## src/hw/rtl/tcl_pkg.sv

```systemverilog
package tcl_pkg;

   localparam int ADDR_BITS      = 32;
   localparam int LINE_BITS      = 32;
   localparam int BYTE_BITS      = 2;
   localparam int SET_BITS       = 14;
   localparam int TAG_BITS       = ADDR_BITS - BYTE_BITS - SET_BITS;
   localparam int NUM_SETS       = 1 << SET_BITS;
   localparam int DATA_BITS      = 8;
   localparam int COUNT_BITS     = 32;
   localparam int NUM_WAYS       = 2;
   localparam int QUEUE_DEPTH    = 2;
   localparam int QUEUE_PTR_BITS = $clog2(QUEUE_DEPTH);
   localparam int QUEUE_CNT_BITS = $clog2(QUEUE_DEPTH + 1);

   typedef logic [SET_BITS-1:0]  set_type;
   typedef logic [TAG_BITS-1:0]  tag_type;
   typedef logic [BYTE_BITS-1:0] byte_sel_type;
   typedef logic [LINE_BITS-1:0] line_type;

   typedef struct packed {
      tag_type      tag;
      set_type      set;
      byte_sel_type byte_sel;
      line_type     fill_line;
   } tcl_item_type;

   typedef struct packed {
      logic         valid;
      tcl_item_type item;
   } tcl_head_type;

   typedef struct packed {
      logic pop;
      logic clearing;
   } tcl_back_stat_type;

   typedef struct packed {
      tag_type  tag;
      line_type line;
   } tcl_way_word_type;

   typedef struct packed {
      logic [NUM_WAYS-1:0] valid;
      logic                victim;
   } tcl_meta_type;

   localparam int WAY_WORD_BITS = $bits(tcl_way_word_type);
   localparam int META_BITS     = $bits(tcl_meta_type);

   typedef enum logic [1:0] {
      ST_CLEAR,
      ST_ISSUE,
      ST_LOOKUP
   } tcl_state_type;

endpackage

```

## src/hw/rtl/tcl_req_if.sv

```systemverilog
interface tcl_req_if;
   logic                           valid;
   logic                           ready;
   logic [tcl_pkg::ADDR_BITS-1:0]  address;
   logic [tcl_pkg::LINE_BITS-1:0]  fill_line;

   modport source (output valid, output address, output fill_line, input ready);
   modport sink   (input valid, input address, input fill_line, output ready);
endinterface

```

## src/hw/rtl/tcl_front.sv

```systemverilog
module tcl_front (
   input  logic                       clock,
   input  logic                       reset,
   tcl_req_if.sink                    req_bus,
   input  tcl_pkg::tcl_back_stat_type stat,
   output tcl_pkg::tcl_head_type      head
);

   tcl_pkg::tcl_item_type                 entry_ff [tcl_pkg::QUEUE_DEPTH];
   logic [tcl_pkg::QUEUE_PTR_BITS-1:0]    wr_ptr_ff, wr_ptr_in;
   logic [tcl_pkg::QUEUE_PTR_BITS-1:0]    rd_ptr_ff, rd_ptr_in;
   logic [tcl_pkg::QUEUE_CNT_BITS-1:0]    count_ff, count_in;
   tcl_pkg::tcl_item_type                 word;
   logic                                  push;
   logic                                  pop;

   assign req_bus.ready = (count_ff != tcl_pkg::QUEUE_CNT_BITS'(tcl_pkg::QUEUE_DEPTH))
                          && !stat.clearing;
   assign push = req_bus.valid && req_bus.ready;
   assign pop  = stat.pop && (count_ff != '0);

   // classify: split the address into tag, set and byte
   always_comb begin
      word.byte_sel  = req_bus.address[tcl_pkg::BYTE_BITS-1:0];
      word.set       = req_bus.address[tcl_pkg::BYTE_BITS +: tcl_pkg::SET_BITS];
      word.tag       = req_bus.address[tcl_pkg::ADDR_BITS-1 -: tcl_pkg::TAG_BITS];
      word.fill_line = req_bus.fill_line;
   end

   always_comb begin
      wr_ptr_in = wr_ptr_ff;
      rd_ptr_in = rd_ptr_ff;
      count_in  = count_ff;
      if (push) begin
         wr_ptr_in = (wr_ptr_ff == tcl_pkg::QUEUE_PTR_BITS'(tcl_pkg::QUEUE_DEPTH - 1))
                     ? '0 : wr_ptr_ff + 1'b1;
      end
      if (pop) begin
         rd_ptr_in = (rd_ptr_ff == tcl_pkg::QUEUE_PTR_BITS'(tcl_pkg::QUEUE_DEPTH - 1))
                     ? '0 : rd_ptr_ff + 1'b1;
      end
      if (push && !pop) begin
         count_in = count_ff + 1'b1;
      end else if (pop && !push) begin
         count_in = count_ff - 1'b1;
      end
   end

   always_ff @(posedge clock) begin
      if (reset) begin
         wr_ptr_ff <= '0;
         rd_ptr_ff <= '0;
         count_ff  <= '0;
      end else begin
         wr_ptr_ff <= wr_ptr_in;
         rd_ptr_ff <= rd_ptr_in;
         count_ff  <= count_in;
      end
   end

   always_ff @(posedge clock) begin
      if (push) begin
         entry_ff[wr_ptr_ff] <= word;
      end
   end

   assign head.valid = (count_ff != '0);
   assign head.item  = entry_ff[rd_ptr_ff];

endmodule

```

## src/flat_wrapper.sv

```systemverilog
// flat-port wrapper written by rule: the top's interface ports become plain ports
module tcl_front_flat 
  (clock, reset, stat, head, req_bus_valid, req_bus_address, req_bus_fill_line, req_bus_ready);
  tcl_req_if req_bus_i ();
  input  logic clock;
  input  logic reset;
  input  tcl_pkg::tcl_back_stat_type stat;
  output tcl_pkg::tcl_head_type head;
  input wire logic [$bits(req_bus_i.valid)-1:0] req_bus_valid;
  input wire logic [$bits(req_bus_i.address)-1:0] req_bus_address;
  input wire logic [$bits(req_bus_i.fill_line)-1:0] req_bus_fill_line;
  output wire logic [$bits(req_bus_i.ready)-1:0] req_bus_ready;
  assign req_bus_i.valid = req_bus_valid;
  assign req_bus_i.address = req_bus_address;
  assign req_bus_i.fill_line = req_bus_fill_line;
  assign req_bus_ready = req_bus_i.ready;
  tcl_front u_core (.clock(clock), .reset(reset), .req_bus(req_bus_i), .stat(stat), .head(head));
endmodule
```

## config.mk

```make
export PLATFORM = sky130hd
export DESIGN_NAME = tcl_front_flat
export DESIGN_NICKNAME = d
export VERILOG_FILES = /design/src/hw/rtl/tcl_pkg.sv /design/src/hw/rtl/tcl_req_if.sv /design/src/hw/rtl/tcl_front.sv /design/src/flat_wrapper.sv
export SDC_FILE = /design/constraint.sdc
export NUM_CORES = 1
export LEC_CHECK = 0
export ABC_AREA = 1
export CORE_MARGIN = 2
export CORE_UTILIZATION = 58
export CTS_CLUSTER_DIAMETER = 50
export DETAILED_ROUTE_END_ITERATION = 8
export DONT_BUFFER_PORTS = 1
export GPL_ROUTABILITY_DRIVEN = 0
export MAX_ROUTING_LAYER = met4
export PLACE_DENSITY = 0.74
export REMOVE_ABC_BUFFERS = 1
export SLEW_MARGIN = 20
export SYNTH_ARGS = -nofsm -noshare
export SYNTH_HDL_FRONTEND = slang
export SYNTH_SLANG_ARGS = --single-unit
```

## constraint.sdc

```tcl
create_clock -name clock -period 6.9 [get_ports clock]
set_input_delay 1.035 -clock clock [delete_from_list [all_inputs] [get_ports clock]]
set_output_delay 1.035 -clock clock [all_outputs]
set_load 0.05 [all_outputs]
```

# Word-level counts from Yosys, hierarchy flattened
# Memory sizes are Yosys's and may differ from the RTL's. A register that Yosys moved wholly into a read port is not among the register bits.
# Index checks and enable logic that the tools add are counted.
word_totals:
  mem_count: 1
  register_bits: 4
  mem_bits_rw: 128
mem_list:
  columns: ["memory", "depth", "word_bits", "rd", "rd_ports_with_merged_regs", "write_ports", "line", "source"]
  rows:
  - ["u_core.entry_ff", 2, 64, 1, 1, 1, "tcl_front.sv:9", "tcl_pkg::tcl_item_type entry_ff [tcl_pkg::QUEUE_DEPTH];"]
classes:
  reduce_logical: 10
  n_addsub: 4
  eq_ne: 1
  mux: 8
ops:
  columns: ["cell", "n"]
  rows:
  - ["$mux 1", 6]
  - ["$logic_and 1x1->1", 5]
  - ["$mux 2", 2]
  - ["$reduce_bool 2->1", 2]
  - ["$logic_not 1->1", 3]
  - ["$add 1x1->1 const B", 2]
  - ["$add 2x1->2 const B", 1]
  - ["$ne 2x2->1 const B", 1]
  - ["$sub 2x1->2 const B", 1]

# Depth between registers and ports, before layout
# Gate-level depths: netlist of run 1.
logic_depth:
  ltp_word: 7
  depth_mapped: 11

# Least setup slack after synthesis of run 1
# No wires, ideal clock.
synth_timing:
  kind: "input -> register"
  from: "input stat[0] (netlist bit)"
  to: "memory u_core.entry_ff[0][0] (netlist bit), enable pin"
  path_stages: 3
  setup_slack_ps: 2531
  arrival_time_ps: 3883
  path_buffers: 0
  cell_sequence: "inv_1 > nand3_1 > nor2_1"
synth_via:
  elab_chain_cells: 5
synth_rtl:
  columns: ["item", "line", "source"]
  rows:
  - ["from (decl)", "flat_wrapper.sv:7", "input tcl_pkg::tcl_back_stat_type stat;"]
  - ["$logic_not 1->1", "tcl_front.sv:18", "&& !stat.clearing;"]
  - ["$logic_and 1x1->1", "tcl_front.sv:18", null]
  - ["$logic_and 1x1->1", "tcl_front.sv:19", "assign push = req_bus.valid && req_bus.ready;"]
  - ["$mux 1", "tcl_front.sv:62", "if (push) begin"]
  - ["$mux 1 (implied by the code)", "tcl_front.sv:63", "entry_ff[wr_ptr_ff] <= word;"]
  - ["to (decl)", "tcl_front.sv:9", null]
# No other way between the ends.

==> impl_results.md, run 1 <==
* Largest net degree at the start of global routing at 65
* Setup-failing EPs final at 0
* Netlist cell types at 14
* RSZ-0062 raised after global routing: false
* Clock sink total at 133
* Vias post-DR at 2120
* Worst-Margin Slew at 1.03 ns
* Initial Util at 59.6%
* Chip width at 98.5 um
* Peak supply drop at 273 uV
* Setup Buffers After CTS at 0
* Non-filler cells, final at 375
* Hold buffers post-CTS at 0
* Worst path arrival time at 2.37 ns
* DRT iter0 DRCs at 167
* Placement Cell Area at 0.00521 mm2
* Post-CTS sizing at 0
* CP Launch Type: flop
* Period Utilization, post-route at 49.4%
* Post-DRT Antenna Nets at 0
* # DRC at 0
* Nets at 324
* Hold/Removal Path Class: reg2reg
* DR WL/cell at 21.4 um
* Root Buffer: clkbuf_8
* Clk_lat worst skew at 0.51 ns
* Vias in the first global route at 2235
* Synthesis-to-layout area growth at 13.1%
* DR pass1 iterations at 4
* DPL Wire Length at 4.95 mm
* Pins Over Slew Limit at 0
* Clock Skews at 0.0103 ns
* Req. time, crit path at 5.86 ns
* Drt total wl at 8.01 mm
* CP max stage cell: dfxtp_4
* Share of cells above drive strength 1 at 37.5%
* Grt total ovfl at 0
* Largest delay contributor family on the critical path: flip-flops
* Worst Setup End Kind: output pin
* Final Hold Viols at 0
* Die area at 0.00969 mm2
* Die Y at 98.5 um
* TritonCTS Buffers at 17
* Max-cap check violation count at 0
* FP Rows at 34
* Vias per Instance at 5.65
* Clk slew on worst S/H paths at 0.06 ns
* CTS tree: yes
* Initial antenna violation count at 0
* Cells after Synth at 239
* PD cells at 412 mW/mm2
* Sum of negative setup slack at 0 ns
* Synth Register Bits at 133
* Status: completed
* WS Path Type: reg2out
* Num ports at 135
* Netlist Area Pre-Place at 0.00517 mm2
* Seq/Total Area, Yosys at 76.2%
* Diodes inserted at 0
* Critical path buffers and inverters at 1
* Clk buf depth at 2
* Relative slew margins at 31.7%
* H-tree depth at 4
* Post-Place Cells at 343
* Max Freq at 293 MHz
* First-pass GRT wire length at 11.9 mm
* Core area at 0.00868 mm2
* Port buffer count at 0
* Cell chain of the critical path: buf_4, mux2_2
* Yosys warning total at 0
* Design area at 0.00585 mm2
* CP max FO at 37
* Crit-path max cell delay at 0.68 ns
* Leakage power at 0.00209 uW
* Minimum clock period at 3.41 ns
* All-Layer GR Usage at 17.4%
* Mapped Avg Cell Area at 21.7 um2
## state kept, by name (all words and copies together) (netlist names), named ones only
name              flops
u_core.count_ff       2
u_core.wr_ptr_ff      1
u_core.rd_ptr_ff      1
u_core.entry_ff     128
## cell usage in the layout (no fill, tap or decap)
cell type  instances
a21oi_1            3
buf_4              3
bufinv_16          5
clkbuf_1           2
clkbuf_16         16
clkbuf_8           1
clkinv_4           4
dfxtp_1            4
dfxtp_4            1
edfxtp_1         128
ha_1               1
inv_1              9
inv_2              1
inv_6              4
mux2_2             4
mux2_4            60
nand2_1           10
nand3_1            3
nand4_1            2
nor2_1             4
nor2_4             1
o21ai_0            1
## worst paths after layout
path | slack (ns) | to | cells past startpoint | start
setup / recovery | 3.49 | head[50] | 2 | flop
hold / removal | 0.52 | u_core.rd_ptr_ff$_SDFFE_PP0P_ | 2 | u_core.rd_ptr_ff$_SDFFE_PP0P_
setup reg to reg | 4.57 | u_core.entry_ff[0][20]$_DFFE_PP_ | 5 | u_core.count_ff[0]$_SDFFE_PP0P_
hold reg to reg | 0.52 | u_core.rd_ptr_ff$_SDFFE_PP0P_ | 2 | u_core.rd_ptr_ff$_SDFFE_PP0P_
## metrics by stage
step	util, %	hold slack, ns	power (uW)	worst slack [ns]
6_report	67.5	0.516	2410	3.49
3_5_place_dp	60.1	0.504	1470	3.96
3_3_place_gp	60.1	0.483	1460	3.96
4_1_cts	67.5	0.518	2440	3.41
5_1_grt	67.5	0.572	2490	3.36
2_1_floorplan	-	0.465	1440	2.53
## Yosys cell counts
master,instances,share of area (%)
buf_6,1,0.22
nand2_1,10,0.73
ha_1,1,0.24
dfxtp_1,5,1.9
inv_1,10,0.73
nand4_1,2,0.24
mux2_4,60,17
o21ai_0,1,0.097
mux2_2,4,0.87
buf_12,6,2.3
a21oi_1,3,0.29
nand3_1,3,0.29
edfxtp_1,128,74
nor2_1,5,0.36
## power breakdown
group	internal, uW	switching (uW)	leakage [uW]
logic	131	338	0.000567
clock network	630	337	0.000312
registers	943	32.9	0.00121
total	1710	708	0.00209
## layer usage
layer,wire [um],up-vias,global-route usage [%]
li1,-,951,-
met1,3090,1055,19.5
met2,4090,103,27.1
met3,727,11,7.38
met4,102,0,8.54
met5,0,-,-
## worst register-to-register path: cells and delay by family (launching register included)
| family | cells | cell delay, ns |
|---|---|---|
| buffers and inverters | 2 | 0.66 |
| flip-flops | 1 | 0.34 |
| AND/OR/NAND/NOR | 3 | 0.97 |
## cells by family after synthesis
logic type | Yosys count | share of synthesized area [%]
simple gates | 20 | 1.62
flops | 133 | 76.2
compound gates | 4 | 0.387
buf+inv | 17 | 3.26
mux | 64 | 18.3
fa+ha+maj | 1 | 0.242
## final cells by class
class                   instances  area, um2
flip-flops and latches        133       3950
fillers                       568       2820
multi-input cells              89       1070
clock buffers                  19        422
clock inverters                13        220
well taps                     108        135
inverters                      10       37.5
repair buffers                  3       22.5
Power figures use the tool's default switching activity.
==> run 2, diff against run 1 <==
ABC_AREA = 0   (was 1)
clock period = 3.5 ns   (was 6.9 ns; I/O delays follow)
==> run 2 against run 1 <==
Against the previous run:
- design area decreased by 4.3%
- sequential power up 100%
- critical path depth is the same
- via count is 3.8% lower
- combinational power increased to 3.0 times the previous value
- setup slack got worse by 2.4 ns
- clock skew decreased by 0.0018 ns
- clock power up 83%
- count of clock-buffer cells in the layout unchanged
- final cell count shrank 4.5%
- highest routed layer unchanged
==> impl_results.md, run 2 <==
* DR pass1 iterations at 4
* Root Buffer: clkbuf_8
* All-Layer GR Usage at 17.0%
* Multi-input gate area at 872 um2
* DPL Wire Length at 4.76 mm
* Core area at 0.00818 mm2
* CP max stage cell: mux2_2
* Seq/Total Area, Yosys at 81.2%
* Netlist cell types at 17
* Clk buf depth at 2
* Top-count cell post-synth: edfxtp_1
* Setup Buffers After CTS at 0
* Synth Flop Type: edfxtp_1
* Hold buffers post-CTS at 0
* Commonest cells post-synth: edfxtp_1 (128), mux2_2 (64), buf_4 (6)
* Leakage power at 0.00183 uW
* Nets at 310
* CTS tree: yes
* Synth area leader: edfxtp_1
* Fill count at 557
* Crit-path max cell delay at 0.51 ns
* Worst Hold Margin at 0.0917 ns
* Mapped Avg Cell Area at 21.7 um2
* Worst slack, placed at 1.37 ns
* Reg area at 0.00395 mm2
* First-pass GRT wire length at 10.4 mm
* EDFF count, synth at 128
* Worst-Margin Slew at 0.875 ns
* Netlist Area Pre-Place at 0.00486 mm2
* Tot Pwr at 5130 uW
* Post-DRT Antenna Nets at 0
* Most frequent cells in the layout: edfxtp_1 (128), mux2_2 (64), clkbuf_16 (16)
* Sum of negative setup slack at 0 ns
* CP Launch Type: flop
* FP Rows at 33
* Cells after Synth at 224
* Critical path buffers and inverters at 1
* Hold/Removal Path Class: in2reg
* Synth Register Bits at 133
* Pins Over Slew Limit at 0
* Ys async rst share at 0%
* Relative slew margins at 41.4%
* Port buffer count at 0
* Max Freq at 421 MHz
* Clock sink total at 133
* Post-synthesis adder-cell area fraction at 0.258%
* Yosys warning total at 0
* Chip width at 95.5 um
* Commonest non-fill, non-tap cell in the layout: edfxtp_1
* Period Utilization, post-route at 67.9%
* RSZ-0062 raised after global routing: false
* Share of cells above drive strength 1 at 40.3%
* Vias in the first global route at 1968
* Clk_lat worst skew at 0.50 ns
* Largest delay contributor family on the critical path: multiplexers
* Multiplexer share of the synthesized area at 15.1%
* Diodes inserted at 0
* Post-synthesis xor/xnor area fraction at 0.541%
* Vias post-DR at 2040
* Simple-gate area share of the yosys netlist at 1.60%
* Die area at 0.00912 mm2
* Largest net degree at the start of global routing at 56
* Drt total wl at 7.55 mm
* Die Y at 95.5 um
* DR WL/cell at 21.1 um
* Design area at 0.00561 mm2
* Post-synthesis compound-gate area fraction at 0.309%
* Setup-failing EPs final at 0
* Peak supply drop at 534 uV
* Clk slew on worst S/H paths at 0.06 ns
* Post-CTS sizing at 0
* Minimum clock period at 2.38 ns
* CP max FO at 55
* Placement Cell Area at 0.00500 mm2
* Max FFs per register at 128
* Final WS setup at 1.12 ns
* Initial Util at 59.4%
* Top flop regs: u_core.entry_ff x128, u_core.count_ff x2
* H-tree depth at 4
* Synth area leaders: edfxtp_1 (79%), mux2_2 (15%), dfxtp_1 (2.1%)
* Main combinational cell family by area after synthesis: multiplexers
* TritonCTS Buffers at 17
* Max-cap check violation count at 0
* Status: completed
* Num ports at 135
* Worst path arrival time at 1.85 ns
* Worst Setup End Kind: output pin
* Synthesis-to-layout area growth at 15.4%
* Cell chain of the critical path: buf_12, mux2_2
* Top cell type's share of synthesized area at 79.1%
* PD cells at 914 mW/mm2
* Grt total ovfl at 0
* Vias per Instance at 5.70
* DRT iter0 DRCs at 142
* WS Path Type: reg2out
* Register with the most flip-flops: u_core.entry_ff
* Req. time, crit path at 2.97 ns
* Initial antenna violation count at 0
* # DRC at 0
* Clock Skews at 0.00849 ns
* Final Hold Viols at 0
[run 2: changes by cell type in the layout (fill, tap and decap cells not counted), sizes merged, moves of 2 or more]
cell / before / now
a21oi: 3 / 1
clkinv: 4 / 6
inv: 14 / 2
nand2: 10 / 0
nand3: 3 / 0
nand4: 2 / 0
nor2b: 0 / 3
xor2: 0 / 3
[run 2: cell type report]
| cell class | instances | area share, % |
|---|---|---|
| sequential | 133 | 70.4 |
| timing repair buffer | 4 | 0.982 |
| tap | 105 | 2.34 |
| multi-input combinational | 84 | 15.6 |
| clock buffer | 19 | 7.52 |
| clock inverter | 13 | 3.21 |
[run 2: metrics by stage]
stage / util, % / instances
global route: 68.6 / 358
finish: 68.6 / 358
floorplan: - / 217
global placement: 61.2 / 326
detailed placement: 61.2 / 326
CTS: 68.6 / 358
[run 2: logic make-up (layout without fill, tap and decap cells)]
family | Yosys count | in the layout
mux | 65 | 65
buf+inv | 7 | 36
compound gates | 3 | 3
fa+ha+maj | 1 | 1
simple gates | 12 | 12
flops | 133 | 133
xor+xnor | 3 | 3
[run 2: where the power goes]
part,switching [uW],internal (uW)
Combinational,1080,317
Clock,616,1160
Sequential,57.5,1900
Total,1750,3370
[run 2: path summary, 6_finish.rpt]
path	startpoint	to	slack [ns]	depth (start not counted)
worst max register to register	u_core.count_ff[0]$_SDFFE_PP0P_	u_core.entry_ff[1][52]$_DFFE_PP_	1.40	4
worst min-delay path	reset	u_core.count_ff[0]$_SDFFE_PP0P_	0.09	1
worst min register to register	u_core.count_ff[1]$_SDFFE_PP0P_	u_core.count_ff[1]$_SDFFE_PP0P_	0.53	2
worst max-delay path	flop	head[48]	1.12	2
[run 2: per-layer routing]
| layer | track usage, % | up-vias | share of wire, % |
|---|---|---|---|
| li1 | - | 916 | - |
| met1 | 18.6 | 1011 | 37 |
| met2 | 26.0 | 104 | 51 |
| met3 | 8.30 | 9 | 11 |
| met4 | 8.21 | 0 | 1.0 |
| met5 | - | - | 0 |
